==> src/rtl/lqm_pkg.sv <==
// shared types and constants for the linked queue manager
package lqm_pkg;

  localparam int unsigned CmdW    = 2;
  localparam int unsigned QidW    = 3;
  localparam int unsigned ElemW   = 6;
  localparam int unsigned StatusW = 2;
  localparam int unsigned LenW    = 7;

  typedef enum logic [CmdW-1:0] {
    CMD_APPEND = 2'd0,
    CMD_REMOVE = 2'd1,
    CMD_SIZE   = 2'd2
  } cmd_e;

  typedef enum logic [StatusW-1:0] {
    STAT_OK     = 2'd0,
    STAT_QUEUED = 2'd1,
    STAT_EMPTY  = 2'd2,
    STAT_ABSENT = 2'd3
  } status_e;

  typedef enum logic [2:0] {
    ST_CLEAR,
    ST_IDLE,
    ST_DECIDE,
    ST_APP_E,
    ST_APP_T,
    ST_APP_H,
    ST_REM_P,
    ST_REM_N
  } state_e;

  typedef struct packed {
    logic [CmdW-1:0]  cmd;
    logic [QidW-1:0]  queue_id;
    logic [ElemW-1:0] elem_id;
  } req_t;

  typedef struct packed {
    status_e          status;
    logic [LenW-1:0]  queue_length;
    logic [ElemW-1:0] head_slot;
    logic             head_present;
  } rsp_t;

  typedef struct packed {
    logic linked;
    logic owner;
    logic link_next;
    logic link_prev;
  } slot_wen_t;

endpackage

==> src/rtl/linked_queue_manager.sv <==
// linked queue manager top: command sequencer over the slot and queue memories
// size queries, refusals, appends to an empty queue and last-element removes answer from
// the decide state; other appends write element, tail and head links, other removes the
// prev and next links; one request at a time under busy, set by the dependent link reads
// and writes; the next request is taken at the edge that takes the response, and the
// receiver cannot stall; after reset busy stays high while slot flags and queues are cleared
module linked_queue_manager #(
  parameter int unsigned NUM_SLOTS  = 64,
  parameter int unsigned NUM_QUEUES = 8
) (
  input  logic          clk_i,
  input  logic          rst_ni,
  input  logic          start,
  input  lqm_pkg::req_t req_i,
  output logic          busy,
  output logic          done_o,
  output lqm_pkg::rsp_t rsp_o
);
  import lqm_pkg::*;

  localparam int unsigned SlotW  = $clog2(NUM_SLOTS);
  localparam int unsigned QW     = (NUM_QUEUES > 1) ? $clog2(NUM_QUEUES) : 1;
  localparam int unsigned CW     = $clog2(NUM_SLOTS + 1);
  localparam int unsigned ClearN = (NUM_SLOTS > NUM_QUEUES) ? NUM_SLOTS : NUM_QUEUES;
  localparam int unsigned ClrW   = $clog2(ClearN);

  // index folding tables
  logic [SlotW-1:0] elem_map [2**ElemW];
  logic [QW-1:0]    qid_map  [2**QidW];

  for (genvar g = 0; g < 2**ElemW; g++) begin : g_elem_map
    assign elem_map[g] = SlotW'(g % NUM_SLOTS);
  end
  for (genvar g = 0; g < 2**QidW; g++) begin : g_qid_map
    assign qid_map[g] = QW'(g % NUM_QUEUES);
  end

  state_e state_q, state_d;
  logic [ClrW-1:0]  clr_cnt_q;
  logic [CmdW-1:0]  cmd_q;
  logic [QW-1:0]    qid_q;
  logic [SlotW-1:0] eid_q;
  logic [SlotW-1:0] nxt_q;
  logic [SlotW-1:0] prv_q;
  logic             done_q;
  rsp_t             rsp_q;

  logic accept;
  logic clr_last;

  // slot memory port
  slot_wen_t        s_we;
  logic [SlotW-1:0] s_waddr;
  logic             s_wlinked;
  logic [QW-1:0]    s_wowner;
  logic [SlotW-1:0] s_wnext;
  logic [SlotW-1:0] s_wprev;
  logic             s_re;
  logic [SlotW-1:0] s_raddr;
  logic             s_linked;
  logic [QW-1:0]    s_owner;
  logic [SlotW-1:0] s_next;
  logic [SlotW-1:0] s_prev;

  // queue memory port
  logic             q_we;
  logic [QW-1:0]    q_waddr;
  logic             q_wnonempty;
  logic [SlotW-1:0] q_whead;
  logic [CW-1:0]    q_wcount;
  logic             q_re;
  logic [QW-1:0]    q_raddr;
  logic             q_nonempty;
  logic [SlotW-1:0] q_head;
  logic [CW-1:0]    q_count;

  logic             rsp_fire;
  status_e          rsp_status;
  logic             rem_ok;
  logic             rem_last;
  logic [CW-1:0]    cnt_inc;
  logic [CW-1:0]    cnt_dec;
  logic [SlotW+ElemW-1:0] head_ext;
  logic [CW+LenW-1:0]     len_ext;

  lqm_slot_mem #(
    .NUM_SLOTS (NUM_SLOTS),
    .NUM_QUEUES(NUM_QUEUES)
  ) u_slot_mem (
    .clk_i    (clk_i),
    .we_i     (s_we),
    .waddr_i  (s_waddr),
    .wlinked_i(s_wlinked),
    .wowner_i (s_wowner),
    .wnext_i  (s_wnext),
    .wprev_i  (s_wprev),
    .re_i     (s_re),
    .raddr_i  (s_raddr),
    .rlinked_o(s_linked),
    .rowner_o (s_owner),
    .rnext_o  (s_next),
    .rprev_o  (s_prev)
  );

  lqm_queue_mem #(
    .NUM_SLOTS (NUM_SLOTS),
    .NUM_QUEUES(NUM_QUEUES)
  ) u_queue_mem (
    .clk_i      (clk_i),
    .we_i       (q_we),
    .waddr_i    (q_waddr),
    .wnonempty_i(q_wnonempty),
    .whead_i    (q_whead),
    .wcount_i   (q_wcount),
    .re_i       (q_re),
    .raddr_i    (q_raddr),
    .rnonempty_o(q_nonempty),
    .rhead_o    (q_head),
    .rcount_o   (q_count)
  );

  assign busy     = (state_q != ST_IDLE);
  assign accept   = start && (state_q == ST_IDLE);
  assign clr_last = (clr_cnt_q == ClrW'(ClearN - 1));
  assign rem_ok   = q_nonempty && s_linked && (s_owner == qid_q);
  assign rem_last = (s_next == eid_q);
  assign cnt_inc  = q_count + CW'(1);
  assign cnt_dec  = (q_count != '0) ? (q_count - CW'(1)) : q_count;

  // next state
  always_comb begin
    state_d = state_q;
    case (state_q)
      ST_CLEAR: begin
        if (clr_last) begin
          state_d = ST_IDLE;
        end
      end
      ST_IDLE: begin
        if (start) begin
          state_d = ST_DECIDE;
        end
      end
      ST_DECIDE: begin
        state_d = ST_IDLE;
        case (cmd_q)
          CMD_APPEND: begin
            if (!s_linked && q_nonempty) begin
              state_d = ST_APP_E;
            end
          end
          CMD_REMOVE: begin
            if (rem_ok && !rem_last) begin
              state_d = ST_REM_P;
            end
          end
          default: state_d = ST_IDLE;
        endcase
      end
      ST_APP_E: state_d = ST_APP_T;
      ST_APP_T: state_d = ST_APP_H;
      ST_APP_H: state_d = ST_IDLE;
      ST_REM_P: state_d = ST_REM_N;
      ST_REM_N: state_d = ST_IDLE;
      default:  state_d = ST_IDLE;
    endcase
  end

  // memory control and response
  always_comb begin
    s_we        = '0;
    s_waddr     = eid_q;
    s_wlinked   = 1'b0;
    s_wowner    = qid_q;
    s_wnext     = eid_q;
    s_wprev     = eid_q;
    s_re        = 1'b0;
    s_raddr     = elem_map[req_i.elem_id];
    q_we        = 1'b0;
    q_waddr     = qid_q;
    q_wnonempty = q_nonempty;
    q_whead     = q_head;
    q_wcount    = q_count;
    q_re        = 1'b0;
    q_raddr     = qid_map[req_i.queue_id];
    rsp_fire    = 1'b0;
    rsp_status  = STAT_OK;
    case (state_q)
      ST_CLEAR: begin
        if ({1'b0, clr_cnt_q} < (ClrW + 1)'(NUM_SLOTS)) begin
          s_we.linked = 1'b1;
        end
        s_waddr = clr_cnt_q[SlotW-1:0];
        if ({1'b0, clr_cnt_q} < (ClrW + 1)'(NUM_QUEUES)) begin
          q_we = 1'b1;
        end
        q_waddr     = clr_cnt_q[QW-1:0];
        q_wnonempty = 1'b0;
        q_wcount    = '0;
      end
      ST_IDLE: begin
        s_re = start;
        q_re = start;
      end
      ST_DECIDE: begin
        case (cmd_q)
          CMD_APPEND: begin
            if (s_linked) begin
              rsp_fire   = 1'b1;
              rsp_status = STAT_QUEUED;
            end else if (!q_nonempty) begin
              s_we        = '1;
              s_wlinked   = 1'b1;
              q_we        = 1'b1;
              q_wnonempty = 1'b1;
              q_whead     = eid_q;
              q_wcount    = cnt_inc;
              rsp_fire    = 1'b1;
            end else begin
              s_re    = 1'b1;
              s_raddr = q_head;
            end
          end
          CMD_REMOVE: begin
            if (!q_nonempty) begin
              rsp_fire   = 1'b1;
              rsp_status = STAT_EMPTY;
            end else if (!rem_ok) begin
              rsp_fire   = 1'b1;
              rsp_status = STAT_ABSENT;
            end else begin
              s_we.linked = 1'b1;
              if (rem_last) begin
                q_we        = 1'b1;
                q_wnonempty = 1'b0;
                q_wcount    = cnt_dec;
                rsp_fire    = 1'b1;
              end
            end
          end
          default: rsp_fire = 1'b1;
        endcase
      end
      ST_APP_E: begin
        s_we      = '1;
        s_wlinked = 1'b1;
        s_wnext   = q_head;
        s_wprev   = s_prev;
      end
      ST_APP_T: begin
        s_we.link_next = 1'b1;
        s_waddr        = prv_q;
        s_wnext        = eid_q;
      end
      ST_APP_H: begin
        s_we.link_prev = 1'b1;
        s_waddr        = q_head;
        s_wprev        = eid_q;
        q_we           = 1'b1;
        q_wnonempty    = 1'b1;
        q_wcount       = cnt_inc;
        rsp_fire       = 1'b1;
      end
      ST_REM_P: begin
        s_we.link_next = 1'b1;
        s_waddr        = prv_q;
        s_wnext        = nxt_q;
      end
      ST_REM_N: begin
        s_we.link_prev = 1'b1;
        s_waddr        = nxt_q;
        s_wprev        = prv_q;
        q_we           = 1'b1;
        q_wnonempty    = 1'b1;
        q_whead        = (q_head == eid_q) ? nxt_q : q_head;
        q_wcount       = cnt_dec;
        rsp_fire       = 1'b1;
      end
      default: rsp_fire = 1'b0;
    endcase
  end

  assign head_ext = {ElemW'(0), q_whead};
  assign len_ext  = {LenW'(0), q_wcount};

  always_ff @(posedge clk_i or negedge rst_ni) begin
    if (!rst_ni) begin
      state_q   <= ST_CLEAR;
      clr_cnt_q <= '0;
      done_q    <= 1'b0;
    end else begin
      state_q <= state_d;
      done_q  <= rsp_fire;
      if (state_q == ST_CLEAR) begin
        clr_cnt_q <= clr_cnt_q + ClrW'(1);
      end
    end
  end

  always_ff @(posedge clk_i) begin
    if (accept) begin
      cmd_q <= req_i.cmd;
      qid_q <= qid_map[req_i.queue_id];
      eid_q <= elem_map[req_i.elem_id];
    end
    if (state_q == ST_DECIDE) begin
      nxt_q <= s_next;
      prv_q <= s_prev;
    end
    if (state_q == ST_APP_E) begin
      prv_q <= s_prev;
    end
    if (rsp_fire) begin
      rsp_q.status       <= rsp_status;
      rsp_q.queue_length <= len_ext[LenW-1:0];
      rsp_q.head_slot    <= q_wnonempty ? head_ext[ElemW-1:0] : '0;
      rsp_q.head_present <= q_wnonempty;
    end
  end

  assign done_o = done_q;
  assign rsp_o  = rsp_q;

endmodule

==> src/rtl/lqm_slot_mem.sv <==
// per-slot memory with field write enables: linked flag, owner, next and prev links
module lqm_slot_mem #(
  parameter int unsigned NUM_SLOTS  = 64,
  parameter int unsigned NUM_QUEUES = 8,
  localparam int unsigned SlotW = $clog2(NUM_SLOTS),
  localparam int unsigned QW    = (NUM_QUEUES > 1) ? $clog2(NUM_QUEUES) : 1
) (
  input  logic                  clk_i,
  input  lqm_pkg::slot_wen_t    we_i,
  input  logic [SlotW-1:0]      waddr_i,
  input  logic                  wlinked_i,
  input  logic [QW-1:0]         wowner_i,
  input  logic [SlotW-1:0]      wnext_i,
  input  logic [SlotW-1:0]      wprev_i,
  input  logic                  re_i,
  input  logic [SlotW-1:0]      raddr_i,
  output logic                  rlinked_o,
  output logic [QW-1:0]         rowner_o,
  output logic [SlotW-1:0]      rnext_o,
  output logic [SlotW-1:0]      rprev_o
);
  import lqm_pkg::*;

  logic             linked_mem [NUM_SLOTS];
  logic [QW-1:0]    owner_mem  [NUM_SLOTS];
  logic [SlotW-1:0] next_mem   [NUM_SLOTS];
  logic [SlotW-1:0] prev_mem   [NUM_SLOTS];

  always_ff @(posedge clk_i) begin
    if (we_i.linked) begin
      linked_mem[waddr_i] <= wlinked_i;
    end
    if (we_i.owner) begin
      owner_mem[waddr_i] <= wowner_i;
    end
    if (we_i.link_next) begin
      next_mem[waddr_i] <= wnext_i;
    end
    if (we_i.link_prev) begin
      prev_mem[waddr_i] <= wprev_i;
    end
  end

  always_ff @(posedge clk_i) begin
    if (re_i) begin
      rlinked_o <= linked_mem[raddr_i];
      rowner_o  <= owner_mem[raddr_i];
      rnext_o   <= next_mem[raddr_i];
      rprev_o   <= prev_mem[raddr_i];
    end
  end

endmodule

==> src/rtl/lqm_queue_mem.sv <==
// per-queue memory: nonempty flag, head slot and element count
module lqm_queue_mem #(
  parameter int unsigned NUM_SLOTS  = 64,
  parameter int unsigned NUM_QUEUES = 8,
  localparam int unsigned SlotW = $clog2(NUM_SLOTS),
  localparam int unsigned QW    = (NUM_QUEUES > 1) ? $clog2(NUM_QUEUES) : 1,
  localparam int unsigned CW    = $clog2(NUM_SLOTS + 1)
) (
  input  logic             clk_i,
  input  logic             we_i,
  input  logic [QW-1:0]    waddr_i,
  input  logic             wnonempty_i,
  input  logic [SlotW-1:0] whead_i,
  input  logic [CW-1:0]    wcount_i,
  input  logic             re_i,
  input  logic [QW-1:0]    raddr_i,
  output logic             rnonempty_o,
  output logic [SlotW-1:0] rhead_o,
  output logic [CW-1:0]    rcount_o
);

  logic [CW+SlotW:0] queue_mem [NUM_QUEUES];

  always_ff @(posedge clk_i) begin
    if (we_i) begin
      queue_mem[waddr_i] <= {wnonempty_i, whead_i, wcount_i};
    end
  end

  always_ff @(posedge clk_i) begin
    if (re_i) begin
      {rnonempty_o, rhead_o, rcount_o} <= queue_mem[raddr_i];
    end
  end

endmodule
==> config.mk <==
export PLATFORM = sky130hd
export DESIGN_NAME = linked_queue_manager
export DESIGN_NICKNAME = d
export VERILOG_FILES = /design/src/rtl/lqm_pkg.sv /design/src/rtl/linked_queue_manager.sv /design/src/rtl/lqm_slot_mem.sv /design/src/rtl/lqm_queue_mem.sv
export SDC_FILE = /design/constraint.sdc
export NUM_CORES = 2
export LEC_CHECK = 0
export ABC_AREA = 0
export BUFFER_PORTS_ARGS = -buffer_cell sky130_fd_sc_hd__buf_2
export CORE_MARGIN = 2
export CORE_UTILIZATION = 55
export DETAILED_ROUTE_END_ITERATION = 8
export PLACE_DENSITY_LB_ADDON = 0.3
export SYNTH_ARGS = -nofsm -noshare
export SYNTH_HDL_FRONTEND = slang
export SYNTH_SLANG_ARGS = --single-unit
==> constraint.sdc <==
create_clock -name clk_i -period 6.4 [get_ports clk_i]
set_clock_uncertainty 0.2 [all_clocks]
set_input_delay 1.28 -clock clk_i [delete_from_list [all_inputs] [get_ports clk_i]]
set_output_delay 1.28 -clock clk_i [all_outputs]
set_load 0.03 [all_outputs]
Word-level counts from Yosys, hierarchy flattened
Memories as Yosys holds them, arrays and structs flattened. A register that Yosys moved wholly into a read port is not among the register bits.
Cells that the tools add are included.

word-level totals
  register bits after elaboration = 49
  memory bits (writable) = 1136
  memory bits (read-only) = 408
  input bits = 14
  output and inout bits = 18
  logic and storage cells = 142
  memories kept = 7

memories
  name                   depth  width  rd ports  clocked after memory_dff  wr ports  RTL line                     text
  (no name shown)        64     6      1         0                         0         linked_queue_manager.sv:304  eid_q <= elem_map[req_i.elem_id];
  u_slot_mem.next_mem    64     6      1         1                         1         lqm_slot_mem.sv:26           logic [SlotW-1:0] next_mem [NUM_SLOTS];
  u_slot_mem.prev_mem    64     6      1         1                         1         lqm_slot_mem.sv:27           logic [SlotW-1:0] prev_mem [NUM_SLOTS];
  u_slot_mem.owner_mem   64     3      1         1                         1         lqm_slot_mem.sv:25           logic [QW-1:0] owner_mem [NUM_SLOTS];
  u_queue_mem.queue_mem  8      14     1         1                         1         lqm_queue_mem.sv:22          logic [CW+SlotW:0] queue_mem [NUM_QUEUES];
  u_slot_mem.linked_mem  64     1      1         1                         1         lqm_slot_mem.sv:24           logic linked_mem [NUM_SLOTS];
  1 more memories        -      -      -         -                         -         -

operators by class
  add/subtract/negate cells = 3
  order comparisons = 3
  equal/unequal tests = 15
  mux-type cells = 83
  bitwise operators = 2
  reduce and logical (&&, ||, !) cells = 17

operators by type and width
  kind                                                      number
  2-to-1 mux 6 bit                                          12
  2-to-1 mux 7 bit                                          6
  case mux 6 bit (2 select lines)                           3
  2-to-1 mux 1 bit                                          31
  case mux 7 bit (4 select lines)                           1
  case mux 6 bit (4 select lines)                           1
  case mux 1 bit (2 select lines)                           11
  2-to-1 mux 3 bit                                          7
  case mux 3 bit (7 select lines)                           1
  case mux 7 bit (2 select lines)                           1
  equality test 3 bit, second input constant                4
  equality test 6 bit                                       2
  2-to-1 mux 4 bit                                          2
  adder 7 x 1 -> 7 bit, second input constant               1
  greater-or-equal comparator 7 bit, second input constant  1
  NOT 6 -> 7 bit                                            1
  nonzero test 7 bit                                        1
  subtractor 7 x 1 -> 7 bit, second input constant          1
  adder 6 x 1 -> 6 bit, second input constant               1
  equality test 3 x 2 -> 1 bit, second input constant       2
  equality test 6 bit, second input constant                1
  < comparator 6 x 4 -> 1 bit, second input constant        1
  2-to-1 mux 2 bit                                          3
  case mux 1 bit (3 select lines)                           2
  other kinds (17)                                          26

Logic depth before layout (Yosys ltp)
  word-level depth = 8
  depth in mapped cells = 13
  mapped depth without buffers = 9

Hierarchy
A second synthesis with hierarchy kept.

second synthesis, totals
  cells, all modules = 2691
  area, all modules = 50170.6 um^2

modules (own cells, without submodules)
  module                instances  cells each  area an instance (um^2)  seq. area each (um^2)
  lqm_slot_mem          1          2111        41890.2                  31230.0
  lqm_queue_mem         1          188         4775.8                   3783.6
  linked_queue_manager  1          392         3504.6                   1421.4

Least setup slack after synthesis
OpenSTA, ideal clock, no wires.

  path type = reg2reg
  start = reg state_q[2]
  end = mem u_slot_mem.prev_mem[0][4] in the netlist's numbering, data pin
  setup time = 0.549 ns
  data arrival time = 3.289 ns
  data required time = 5.651 ns
  setup slack = 2.362 ns
  stages on the path, launching flop included = 6
  buffers on the path = 3
  clock period less this slack = 4.038 ns
  cells stage by stage = dfrtp_1 -> clkbuf_1 -> buf_1 -> clkbuf_1 -> mux2i_1 -> a21oi_1

between the ends
  cells in the longest elaborated chain, start to end = 2
  elaborated cells on any way between the ends = 3
  those cells by class = 2 x eq/ne; 1 x mux

RTL lines
  item                                                                        RTL line                     text
  start: declaration                                                          linked_queue_manager.sv:38   state_e state_q, state_d;
  start signal: assignment                                                    linked_queue_manager.sv:292  state_q <= state_d;
  equality test 3 bit / equality test 3 x 2 -> 1 bit (equally long branches)  linked_queue_manager.sv:188  case (state_q)
  case mux 6 bit (2 select lines) (*)                                         linked_queue_manager.sv:188
  named net s_wprev[4]                                                        linked_queue_manager.sv:57   logic [SlotW-1:0] s_wprev;
  end: declaration                                                            lqm_slot_mem.sv:27

The timed path passes the listed nets; every way through them passes the cells marked *.

Final worst setup path
  start = reg cmd_q[1]
  end = reg u_slot_mem.rprev_o[3] (read register of u_slot_mem.prev_mem), data pin

between the ends
  cells in the longest elaborated chain, start to end = 3
  elaborated cells on any way between the ends = 5
  those cells by class = 4 x mux; 1 x reduce/logical

RTL lines
  item                                                                        RTL line                     text
  start: declaration                                                          linked_queue_manager.sv:40   logic [CmdW-1:0] cmd_q;
  start signal: assignment                                                    linked_queue_manager.sv:302  cmd_q <= req_i.cmd;
  logical NOT 2 bit (*)                                                       linked_queue_manager.sv:206  case (cmd_q)
  2-to-1 mux 1 bit / 2-to-1 mux 6 bit (equally long branches)                 linked_queue_manager.sv:206
  case mux 1 bit (2 select lines) / 2-to-1 mux 6 bit (equally long branches)  linked_queue_manager.sv:188
  end: declaration                                                            lqm_slot_mem.sv:20           output logic [SlotW-1:0] rprev_o

Mark *: on every way between the ends. The rest lies on a longest branch, timed or not.
A chain may end at the register's enable or synchronous reset.

==> results.toml <==
[cts]
cts_hold_buf = 0
cts_buffer_depth = 3
cts_setup_buffers = 0
htree_levels = 3
path_clk_slew_ns = 0.06
cts_root_buffer = "clkbuf_16"
numCtsBuffers = 118
clkLatencyLatePin_ns = 0.72
clock_sinks = 1215
cts_resized = 0
cts_tree = "built"

[setup_path]
critPathMaxStageDelay_ns = 0.85
cpMostUsedCell = "buf_4"
path_class = "reg -> reg"
path_max_fanout = 30
cp-end-kind = "flop"
slowest_stage = "o41ai_1"
path_cells = "or4b_1 > buf_4 > nor3_1 > o211ai_4 > buf_4 > a21oi_1 > o41ai_1 > nand4_1 > nand4bb_1"
crit_required_ns = 6.64
crit_family = "compound AO/OA/AOI/OAI gates"
cp-start-kind = "flop"
worstPathBufferInverterCount = 2
arrival_ns = 5.45

[route]
routed_wl_mm = 139
drt_first_pass_iters = 9
drc = 0
drt_first_iter_violations = 6006
wire_per_inst_um = 27.2
antenna_left = 0
num_vias = 33939
avgViaCountPerCell = 6.61

[yosys]
yosysSeqAreaShare_pct = 70.7
synthSimpleGateAreaFrac_pct = 10.9
synthArstFlopShare_pct = 0.823
muxShareOfSynthArea_pct = 4.94
netlist_instances = 3842
synth_edf_count = 1205
synth_fa_ha_area_share_pct = 0.146
synth_nets = 3862
synth_top_area_share_pct = 70.3
yosys-top-cells-area = "edfxtp_1 70%, nand3_1 3.9%, o21ai_0 3.6%"
syn_avg_cell_area_sq_um = 13.4
synth-seq-cells = 1215
syn_area_sq_um = 51500
synth_area_leader_cell = "edfxtp_1"
synth-xor-area-share_pct = 0.391
ys.flop_type = "edfxtp_1"
synth_top_family_by_area = "simple AND/OR/NAND/NOR gates"
synth_compound_area_share_pct = 10.3
synth.distinct_cells = 69
yosys_warnings = 0

[global_route]
overflow = 0
grt_max_degree = 155
antenna_found_initial = 3
grt.total_usage_pct = 28.8
grt_pass1_wl_mm = 206
grt_pass1_vias = 32050

[sta]
finalSetupViolCount = 0
finalCritPeriodShare_pct = 81.4
slew_headroom_pct = 10.6
maxSlewViolCount = 0
fin_crit_ns = 5.21
whs_ns = 0.255
tightest_slew_ns = 1.33
fmax_mhz = 192
fin_tns_setup_ns = 0
rsz0062_at_grt = "no"
finalHoldViolCount = 0

[place]
port_buffers = 31
place_inst = 4915
place_congestion = 0.932
postPlaceCellArea_sq_um = 53000
dp_hpwl_mm = 83.7

[cells_and_area]
nets = 3801
fin_cells = 5132
post_route_cells_drive_above_1_share_pct = 10.1
fin_util_pct = 60.9
fill_cells = 7070
area_growth_pct = 10.1
final_area_sq_um = 56700

[power]
power.internal_mw = 14.8
p_leak_nw = 18.1
power.switching_mw = 6.89
power_density_nw_per_um2 = 382
seq_power_share_pct = 47.9
peakVddDrop_mv = 0.368
switching_share_pct = 31.8
clock_power_share_pct = 30.8
power_frac_comb_pct = 21.3

[outcome]
status = "complete, no violations"

[run]
cap_viol_max_count = 0

[floorplanning]
dieHeight_um = 310
row_count = 112
io_pins = 32
start_util_pct = 55.4
design.core.area_sq_um = 93000
die_x_um = 310
dieArea_sq_um = 96100

[hold_path]
hold_path_class = "in -> async"
## sequential cells by signal, indices dropped and copies added, names as in the netlist, 7 cells and up
register and cells:
u_slot_mem.next_mem 384, u_slot_mem.prev_mem 384, u_slot_mem.owner_mem 192, u_queue_mem.queue_mem 112, u_slot_mem.linked_mem 64, rsp_o 16, u_queue_mem.rcount_o 7
## stage by stage
step,power (mW),setup WS [ns]
after floorplan,13.0,2.36
after global placement,15.0,1.38
after detailed placement,15.0,1.34
after CTS,21.6,1.34
after global routing,22.3,1.05
final,21.7,1.19
## layout by cell type (no fill, tap or decap), types with 42 or more instances in the layout
cell / synthesis / routed
a21oi_1: 291 / 279
nand3_1: 397 / 396
clkbuf_16: 0 / 118
nand2_1: 219 / 217
buf_4: 7 / 91
nor2_1: 303 / 302
o41ai_1: 80 / 80
mux2i_1: 154 / 154
nand4_1: 42 / 42
and3_1: 43 / 42
edfxtp_1: 1205 / 1205
o21ai_0: 372 / 372
## worst reg2reg max path: cells and delay by family, from the launching register on
kind	cells	cell delay, ns
buffers and inverters	2	0.83
DFF	1	0.70
and+or+nand+nor	4	1.50
AOI/OAI and AO/OA	3	1.73
## final cells by class
cell class,instances,area [sq um],area share (%)
Antenna cell,4,10.0,0.0177
Clock buffer,157,3120,5.50
Clock inverter,56,523,0.922
Inverter,13,48.8,0.0861
Multi-Input combinational cell,2305,14000,24.8
Sequential cell,1215,36400,64.3
Tap cell,1254,1570,2.77
Timing Repair Buffer,128,958,1.69
## path summary, 6_finish.rpt
kind / start / to / slack [ns] / depth (start not counted)
worst max-delay path: cmd_q[1] / u_slot_mem.rprev_o[3] / 1.19 / 9
worst min-delay path: rst_ni / done_o / 0.25 / 1
worst max register to register: cmd_q[1] / u_slot_mem.rprev_o[3] / 1.19 / 9
worst min register to register: clr_cnt_q[5] / clr_cnt_q[5] / 0.33 / 1
max in group asynchronous: rst_ni / clr_cnt_q[2] / 5.50 / 1
min in group clk_i: clr_cnt_q[5] / clr_cnt_q[5] / 0.33 / 1
## routing by layer
metal / routed length [um] / global-route usage (%) / vias up / part of all wire, %
li1: - / - / 14668 / -
met1: 54200 / 41.2 / 16784 / 39
met2: 64700 / 44.8 / 2189 / 46
met3: 15900 / 5.63 / 298 / 11
met4: 4640 / 9.43 / 0 / 3.3
met5: 0 / 0 / - / 0
## power by group through the flow
stage | sequential, mW | combinational, mW | clock (mW)
final | 10.4 | 4.62 | 6.68
after global routing | 10.4 | 4.86 | 7.02
after CTS | 10.4 | 4.53 | 6.72
after detailed placement | 10.5 | 4.52 | 0
after global placement | 10.5 | 4.49 | 0
after floorplan | 10.5 | 2.52 | 0
## Yosys cell counts (all sizes together) (32+ instances only)
master and count:
nor2b 36, and3 43, nor2 304, buf 89
o21ai 382, mux2 33, o41ai 80, nand4 42
and2 42, edfxtp 1205, clkbuf 220, nand2 219
a21oi 291, nand3 398, mux2i 154, a222oi 32
## logic make-up after synthesis
group	after synthesis
and+or+nand+nor	1167
DFF	1215
AOI/OAI and AO/OA	894
buffers and inverters	322
muxes	215
xor gates and xnor gates	23
adders and majority gates	6
(Power assumes the default switching activity.)
